## src/rtl/rjd_pkg.sv

```systemverilog
// ----------------------------------------------------------------------------
// rjd_pkg
// Shared constants, types and command/status structs of the RTT jump and
// drift filter.
// ----------------------------------------------------------------------------
package rjd_pkg;

  localparam int FRAC_BITS  = 16;
  localparam int RTT_W      = 12;
  localparam int IN_W       = 16;
  localparam int MEAN_W     = RTT_W + FRAC_BITS;
  localparam int VAR_W      = 2 * RTT_W + FRAC_BITS;
  localparam int WIN_W      = 8;
  localparam int DEV_W      = 8;
  localparam int KSQ_W      = 2 * DEV_W;
  localparam int PROD_W     = KSQ_W + VAR_W;
  localparam int CNT_W      = 3;
  localparam int NUM_W      = 48;
  localparam int DIV_STEPS  = NUM_W / 2;
  localparam int STEP_W     = $clog2(DIV_STEPS + 1);
  localparam int DEPTH      = 5;
  localparam int IDX_W      = 3;
  localparam int TALLY_W    = IDX_W + 1;
  localparam int SUM_W      = RTT_W + IDX_W;
  localparam int ADDR_W     = 4;
  localparam int DATA_W     = 32;

  localparam logic [RTT_W-1:0] RTT_CAP = RTT_W'(3000);

  localparam logic [WIN_W-1:0] WIN_LIMIT_RST   = WIN_W'(35);
  localparam logic [DEV_W-1:0] JUMP_DEVS_RST   = DEV_W'(40);
  localparam logic [DEV_W-1:0] DRIFT_DEVS_RST  = DEV_W'(56);
  localparam logic [CNT_W-1:0] DETECT_CNT_RST  = CNT_W'(5);

  typedef enum logic [1:0] {
    REG_WINDOW_LIMIT = 2'd0,
    REG_JUMP_DEVS    = 2'd1,
    REG_DRIFT_DEVS   = 2'd2,
    REG_DETECT_COUNT = 2'd3
  } reg_idx_e;

  typedef enum logic [1:0] {
    DIV_MEAN    = 2'd0,
    DIV_VAR     = 2'd1,
    DIV_REBUILD = 2'd2
  } div_sel_e;

  typedef enum logic [3:0] {
    ST_IDLE,
    ST_MNUM,
    ST_MDIV,
    ST_SQ,
    ST_VNUM,
    ST_VDIV,
    ST_MULJ,
    ST_JDEC,
    ST_DSQ,
    ST_MULD,
    ST_DDEC,
    ST_RSUM,
    ST_RDIV,
    ST_FIN
  } state_e;

  typedef struct packed {
    logic [WIN_W-1:0] window_limit;
    logic [DEV_W-1:0] jump_devs;
    logic [DEV_W-1:0] drift_devs;
    logic [CNT_W-1:0] detect_count;
  } cfg_t;

  typedef struct packed {
    logic     accept;
    logic     div_start;
    div_sel_e div_sel;
    logic     div_capture;
    logic     sq_en;
    logic     sq_drift;
    logic     mul_en;
    logic     jdec;
    logic     ddec;
    logic     rb_start;
    logic     fin;
  } dp_cmd_t;

  typedef struct packed {
    logic div_done;
    logic zero_skip;
    logic j_beyond;
    logic j_decl;
    logic d_decl;
    logic rb_empty;
    logic out_pending;
  } dp_status_t;

endpackage

```

## src/rtl/rjd_ctrl.sv

```systemverilog
// ----------------------------------------------------------------------------
// rjd_ctrl
// Sequencer: steps one sample through mean, variance, jump, drift and
// rebuild phases.
// ----------------------------------------------------------------------------
module rjd_ctrl (
  input  logic                clk_i,
  input  logic                rst_ni,
  input  logic                in_valid_i,
  output logic                in_ready_o,
  input  logic                out_ready_i,
  input  rjd_pkg::dp_status_t status_i,
  output rjd_pkg::dp_cmd_t    cmd_o
);
  import rjd_pkg::*;

  state_e state_q, state_d;
  logic   from_jump_q, from_jump_d;
  logic   fin_ok;

  assign fin_ok = !status_i.out_pending || out_ready_i;

  always_comb begin
    state_d     = state_q;
    from_jump_d = from_jump_q;
    unique case (state_q)
      ST_IDLE: begin
        if (in_valid_i) begin
          state_d = status_i.zero_skip ? ST_FIN : ST_MNUM;
        end
      end
      ST_MNUM: state_d = ST_MDIV;
      ST_MDIV: if (status_i.div_done) state_d = ST_SQ;
      ST_SQ:   state_d = ST_VNUM;
      ST_VNUM: state_d = ST_VDIV;
      ST_VDIV: if (status_i.div_done) state_d = ST_MULJ;
      ST_MULJ: state_d = ST_JDEC;
      ST_JDEC: begin
        priority if (!status_i.j_beyond) begin
          state_d = ST_DSQ;
        end else if (status_i.j_decl) begin
          state_d     = ST_RSUM;
          from_jump_d = 1'b1;
        end else begin
          state_d = ST_FIN;
        end
      end
      ST_DSQ:  state_d = ST_MULD;
      ST_MULD: state_d = ST_DDEC;
      ST_DDEC: begin
        if (status_i.d_decl) begin
          state_d     = ST_RSUM;
          from_jump_d = 1'b0;
        end else begin
          state_d = ST_FIN;
        end
      end
      ST_RSUM: begin
        if (status_i.rb_empty) begin
          state_d = from_jump_q ? ST_DSQ : ST_FIN;
        end else begin
          state_d = ST_RDIV;
        end
      end
      ST_RDIV: begin
        if (status_i.div_done) begin
          state_d = from_jump_q ? ST_DSQ : ST_FIN;
        end
      end
      ST_FIN:  if (fin_ok) state_d = ST_IDLE;
      default: state_d = ST_IDLE;
    endcase
  end

  always_comb begin
    cmd_o         = '0;
    cmd_o.div_sel = DIV_MEAN;
    in_ready_o    = 1'b0;
    unique case (state_q)
      ST_IDLE: begin
        in_ready_o   = 1'b1;
        cmd_o.accept = in_valid_i;
      end
      ST_MNUM: cmd_o.div_start = 1'b1;
      ST_MDIV: cmd_o.div_capture = 1'b1;
      ST_SQ:   cmd_o.sq_en = 1'b1;
      ST_VNUM: begin
        cmd_o.div_sel   = DIV_VAR;
        cmd_o.div_start = 1'b1;
      end
      ST_VDIV: begin
        cmd_o.div_sel     = DIV_VAR;
        cmd_o.div_capture = 1'b1;
      end
      ST_MULJ: cmd_o.mul_en = 1'b1;
      ST_JDEC: cmd_o.jdec = 1'b1;
      ST_DSQ: begin
        cmd_o.sq_en    = 1'b1;
        cmd_o.sq_drift = 1'b1;
      end
      ST_MULD: cmd_o.mul_en = 1'b1;
      ST_DDEC: cmd_o.ddec = 1'b1;
      ST_RSUM: begin
        cmd_o.div_sel   = DIV_REBUILD;
        cmd_o.rb_start  = 1'b1;
        cmd_o.div_start = !status_i.rb_empty;
      end
      ST_RDIV: begin
        cmd_o.div_sel     = DIV_REBUILD;
        cmd_o.div_capture = 1'b1;
      end
      ST_FIN:  cmd_o.fin = fin_ok;
      default: ;
    endcase
  end

  always_ff @(posedge clk_i or negedge rst_ni) begin
    if (!rst_ni) begin
      state_q     <= ST_IDLE;
      from_jump_q <= 1'b0;
    end else begin
      state_q     <= state_d;
      from_jump_q <= from_jump_d;
    end
  end

endmodule

```

## config.mk

```make
export PLATFORM = sky130hd
export DESIGN_NAME = rjd_ctrl
export DESIGN_NICKNAME = d
export VERILOG_FILES = /design/src/rtl/rjd_pkg.sv /design/src/rtl/rjd_ctrl.sv
export SDC_FILE = /design/constraint.sdc
export NUM_CORES = 1
export LEC_CHECK = 0
export BUFFER_PORTS_ARGS = -buffer_cell sky130_fd_sc_hd__buf_4
export CORE_MARGIN = 2
export CORE_UTILIZATION = 30
export CTS_CLUSTER_SIZE = 30
export DETAILED_ROUTE_END_ITERATION = 10
export GPL_ROUTABILITY_DRIVEN = 0
export PLACE_DENSITY = 0.57
export SLEW_MARGIN = 15
export SYNTH_ARGS = -nofsm -noshare
export SYNTH_HDL_FRONTEND = slang
export SYNTH_SLANG_ARGS = --single-unit
```

## constraint.sdc

```tcl
create_clock -name clk_i -period 3.1 [get_ports clk_i]
set_input_delay 0.155 -clock clk_i [delete_from_list [all_inputs] [get_ports clk_i]]
set_output_delay 0.155 -clock clk_i [all_outputs]
set_load 0.02 [all_outputs]
```

==> run summary, run 1 <==
Initial core utilization - 0.313
Slew @ Worst Pin - 615 ps
Max Cap Viol - 0
Pwr per Cell Area - 1030 nW/µm²
CP endpoint kind - primary output
Vias/cell - 5.04
ANT cells - 0
Die span in x - 49.0 µm
Row count - 16
Status - finished, final reports clean
Initial antenna violation count - 0
Unique masters post-synth - 40
Worst Hold Class - primary input to flop
Peak VDD IR - 0.346 mV
First-pass GRT wire length - 2710 µm
Routed length per instance - 12.8 µm
Share of cells above drive strength 1 - 0.367
Cell taking the most area after synthesis - dfrtp_1
Leak - 0.387 nW
Clock Pin Slew Worst Setup and Hold Paths - 50 ps
Area grow syn2layout - 34.0%
Area of the multi-input gates - 429 µm²
Synth Warn # - 0
CP Launch Type - flop
Cell with the most instances after synthesis - nor2_1
Storage cell area - 125 µm²
Initial DRC Count - 6
Hpwl dp - 1220 µm
Fin crit share - 0.641
Total GRT Usage - 0.150
Seq/Total Area, Yosys - 0.206
Setup TNS - 0 ps
Worst slack at placement - 1230 ps
Max Fclk - 503 MHz
Sink Count - 5
Critical Path AT - 1830 ps
Unrepaired setup endpoints after global routing - false
CP bufs+invs - 1
Delay-heaviest family, CP - flip-flops
Total core area - 1940 µm²
Setup Skew - 6.54 ps
Final Hold Fails - 0
Filler Cell Count - 221
Data required, critical path - 2940 ps
Crit-path cells - nand2_1, o22ai_1, and2_1, buf_4
Syn Nets - 86
Syn avg cell area - 8.11 µm²
CTS buffer count - 3
# IOs - 24
ANT nets after route - 0
TritonRoute pass-1 iters - 4
Fin cells - 125
Top cell type's share of synthesized area - 0.206
Number of flops mapped to enable cells by yosys - 0
Critical path peak fanout - 15
Ys async rst share - 1.00
Gate Count Post-Synth - 75
Min cycle time layout - 1990 ps
Max incr delay on CP - 720 ps
Top_reg_cell synth - dfrtp_1
Clock Root Buffer - clkbuf_4
DRC Markers - 0
Clock buffer depth - 2
Placed Instances - 120
Final Setup Violations - 0
Die Ht - 49.0 µm
Worst hold slack - 227 ps
Number of I/O port buffers - 23
TritonCTS clock tree - yes
Relative slew slack - 0.590
Drt total wl - 1600 µm
Top post-synthesis cells by area - dfrtp_1 21%, nor2_1 4.9%, nand2_1 4.3%
Post-synthesis sequential element count - 5
Setup WS post-layout - 1110 ps
Slew Limit Fails - 0
Slowest cell on the critical path - dfrtp_1
Vias in the first global route - 596
DR vias - 630
Final Net Count - 110
Setup CP Type - flop to primary output
Die area - 2400 µm²
Clock latency on the worst-skew pair - 250 ps
Synth top cells by count - 8 x nor2_1, 7 x nand2_1, 5 x dfrtp_1
Overflow after GRT - 0
Largest net degree at the start of global routing - 20
Mapped cell area - 608 µm²
H-tree levels - 1
[final timing paths]
path	from	end	slack (ps)	depth (start not counted)
worst max-delay path	state_q[0]	cmd_o[9]	1110	4
worst min-delay path	status_i[3]	from_jump_q	230	4
worst max register to register	state_q[0]	state_q[2]	1240	4
worst min register to register	from_jump_q	from_jump_q	560	2
max in group asynchronous	rst_ni	state_q[2]	2750	2
min in group asynchronous	rst_ni	from_jump_q	240	2
[cells in the final DEF (no fill, tap or decap), types with 2 or more instances in the layout]
cell type,count
a21oi_1,3
inv_1,3
nor2b_1,3
buf_4,23
dfrtp_1,5
clkbuf_4,3
nor2_1,8
o21ai_0,3
o21ai_1,2
nand2b_1,4
nor3_1,2
nand2_1,7
and2_1,2
o31ai_1,2
o22ai_1,2
[final cells by class]
| cell class | count | area share |
|---|---|---|
| inverters | 4 | 0.0215 |
| multi-input cells | 61 | 0.527 |
| clock buffers | 4 | 0.0323 |
| well taps | 27 | 0.0415 |
| repair buffers | 24 | 0.224 |
| flip-flops and latches | 5 | 0.154 |
[kinds of logic (layout without fill, tap and decap cells)]
family                 after synthesis  in the layout  share of synthesized area
buffers and inverters                9             32                     0.0885
AND/OR/NAND/NOR                     36             36                      0.356
XOR/XNOR                             2              2                     0.0288
flip-flops                           5              5                      0.206
AO/OA/AOI/OAI                       21             21                      0.280
multiplexers                         2              2                     0.0411
[timing repair]
action	in CTS	in global routing
setup buffers	0	0
hold buffers	1	0
hold endpoints to repair	5	0
resized for setup	0	0
[registers in the layout, indices dropped and copies added, names as in the netlist]
| signal | count |
|---|---|
| from_jump_q | 1 |
| state_q | 4 |
[per-stage QoR]
stage / utilization / instance area [µm²] / power, mW
after floorplan: - / 608 / 0.618
after global placement: 0.401 / 778 / 0.756
final: 0.419 / 815 / 0.839
after CTS: 0.419 / 815 / 0.846
after global routing: 0.419 / 815 / 0.912
after detailed placement: 0.401 / 778 / 0.764
[per-layer routing]
layer  routed length (µm)  global-route usage  vias up  part of all wire
met5                    0                   0        -                 0
met4                   38               0.100        0             0.024
met3                   53             0.00920        4             0.033
met2                  766               0.253       18              0.48
met1                  741               0.183      290              0.46
li1                     -                   -      318                 -
[power breakdown]
group	internal, mW	switching (mW)
clock network	0.0488	0.0299
registers	0.0960	0.129
logic	0.262	0.273
total	0.407	0.433
[worst min-delay path: stages]
cell and delay, ps:
buf_4 90, o31ai_1 70, nand2_1 60, o21ai_1 60
No activity file was read; power rests on OpenSTA's default activity.
==> inputs of run 2 (changes only) <==
==> constraint.sdc (replaced) <==
create_clock -name clk_i -period 2.05 [get_ports clk_i]
set_input_delay 0.1025 -clock clk_i [delete_from_list [all_inputs] [get_ports clk_i]]
set_output_delay 0.1025 -clock clk_i [all_outputs]
set_load 0.02 [all_outputs]
==> run summary, run 2 (synthesis results as in run 1) <==
Status - finished, final reports clean
H-tree levels - 1
Max Fclk - 555 MHz
Pwr per Cell Area - 1560 nW/µm²
Critical Path AT - 1700 ps
Drt total wl - 1550 µm
TritonRoute pass-1 iters - 4
Final Hold Fails - 0
Largest regs - state_q (4), from_jump_q (1)
Worst hold slack - 184 ps
Clock Pin Slew Worst Setup and Hold Paths - 40 ps
Clock network fraction of total power - 0.084
Data required, critical path - 1950 ps
Leak - 0.401 nW
Final Net Count - 113
Share of cells above drive strength 1 - 0.386
Biggest register - state_q
First-pass GRT wire length - 2660 µm
R2r worst-path depth - 4
Slowest cell on the critical path - dfrtp_1
CTS buffer count - 3
Setup CP Type - flop to primary output
Crit-path cells - nand2_1, o22ai_1, and2_1, buf_4
Min cycle time layout - 1800 ps
Combinational group share of total power - 0.703
Slew Limit Fails - 0
Filler Cell Count - 211
Critical path peak fanout - 12
Clock latency on the worst-skew pair - 240 ps
Die Ht - 49.0 µm
Tot Pwr - 1.30 mW
CP Launch Type - flop
Clock buffer depth - 2
Final Setup Violations - 0
Vias in the first global route - 617
Setup Skew - 2.37 ps
Sink Count - 5
Hold path depth - 4
Placement Cell Area - 801 µm²
Setup TNS - 0 ps
Most frequent cells in the layout - 26 x buf_4, 8 x nor2_1, 7 x nand2_1, 5 x dfrtp_1, 4 x nand2b_1
Largest net degree at the start of global routing - 13
CP endpoint kind - primary output
Total core area - 1940 µm²
Fin cells - 128
Seq pwr share - 0.212
Max reg flops - 4
P_int - 0.650 mW
Total GRT Usage - 0.141
Number of I/O port buffers - 23
Routed length per instance - 12.1 µm
Initial DRC Count - 15
Unrepaired setup endpoints after global routing - false
ANT nets after route - 0
Die area - 2400 µm²
Relative slew slack - 0.684
Worst Hold Class - primary input to flop
Die span in x - 49.0 µm
Cts-stage hold buffer count - 1
Peak VDD IR - 0.707 mV
ANT cells - 0
Row count - 16
Max incr delay on CP - 630 ps
Setup bufs post-CTS - 0
# IOs - 24
Net Sw Frac - 0.502
Placed Instances - 123
TritonCTS clock tree - yes
DR vias - 638
Hpwl dp - 1240 µm
Area grow syn2layout - 37.7%
Initial core utilization - 0.313
Most common cell after layout, fill and taps aside - buf_4
Vias/cell - 4.98
Post-cts resize count - 0
NetSw - 0.654 mW
Max Cap Viol - 0
DRC Markers - 0
Fin area - 837 µm²
Slew @ Worst Pin - 475 ps
Clock Root Buffer - clkbuf_4
Fin crit share - 0.880
Overflow after GRT - 0
Initial antenna violation count - 0
==> run 2: layout make-up <==
type | count | area [µm²] | area share
clock buffers | 4 | 26.3 | 0.0314
inverters | 4 | 17.5 | 0.0209
multi-input cells | 61 | 429 | 0.513
flip-flops and latches | 5 | 125 | 0.149
well taps | 27 | 33.8 | 0.0404
repair buffers | 27 | 205 | 0.245
==> run 2: routing by layer <==
metal | vias to the layer above | routed length [µm] | global-route usage
li1 | 324 | - | -
met1 | 287 | 742 | 0.185
met2 | 23 | 731 | 0.221
met3 | 4 | 65 | 0.0123
met4 | 0 | 15 | 0.0905
met5 | - | 0 | 0
==> run 2: path summary, 6_finish.rpt <==
check / from / end / slack, ps
setup / recovery: state_q[1] / cmd_o[9] / 250
setup reg to reg: state_q[1] / state_q[2] / 310
hold / removal: status_i[2] / from_jump_q / 180
hold reg to reg: from_jump_q / from_jump_q / 540
max in group asynchronous: rst_ni / state_q[1] / 1740
min in group asynchronous: rst_ni / state_q[0] / 200
==> run 2: through the flow <==
step                      utilization  worst slack (ps)
after global placement          0.412               356
after detailed placement        0.412               304
after CTS                       0.431               246
after global routing            0.431               113
after floorplan                     -               303
final                           0.431               247
==> run 2: power by group through the flow <==
stage	combinational, mW	sequential [mW]	clock (mW)
finish	0.917	0.277	0.110
global route	1.01	0.293	0.121
CTS	0.921	0.280	0.116
detailed placement	0.916	0.282	0
global placement	0.921	0.278	0
floorplan	0.734	0.200	0
==> run 2: worst max-delay path, delay by kind of cell, from the launching register on <==
kind	cells	cell delay [ps]
AO/OA/AOI/OAI	1	260
buffers and inverters	1	130
flip-flops	1	630
AND/OR/NAND/NOR	2	440
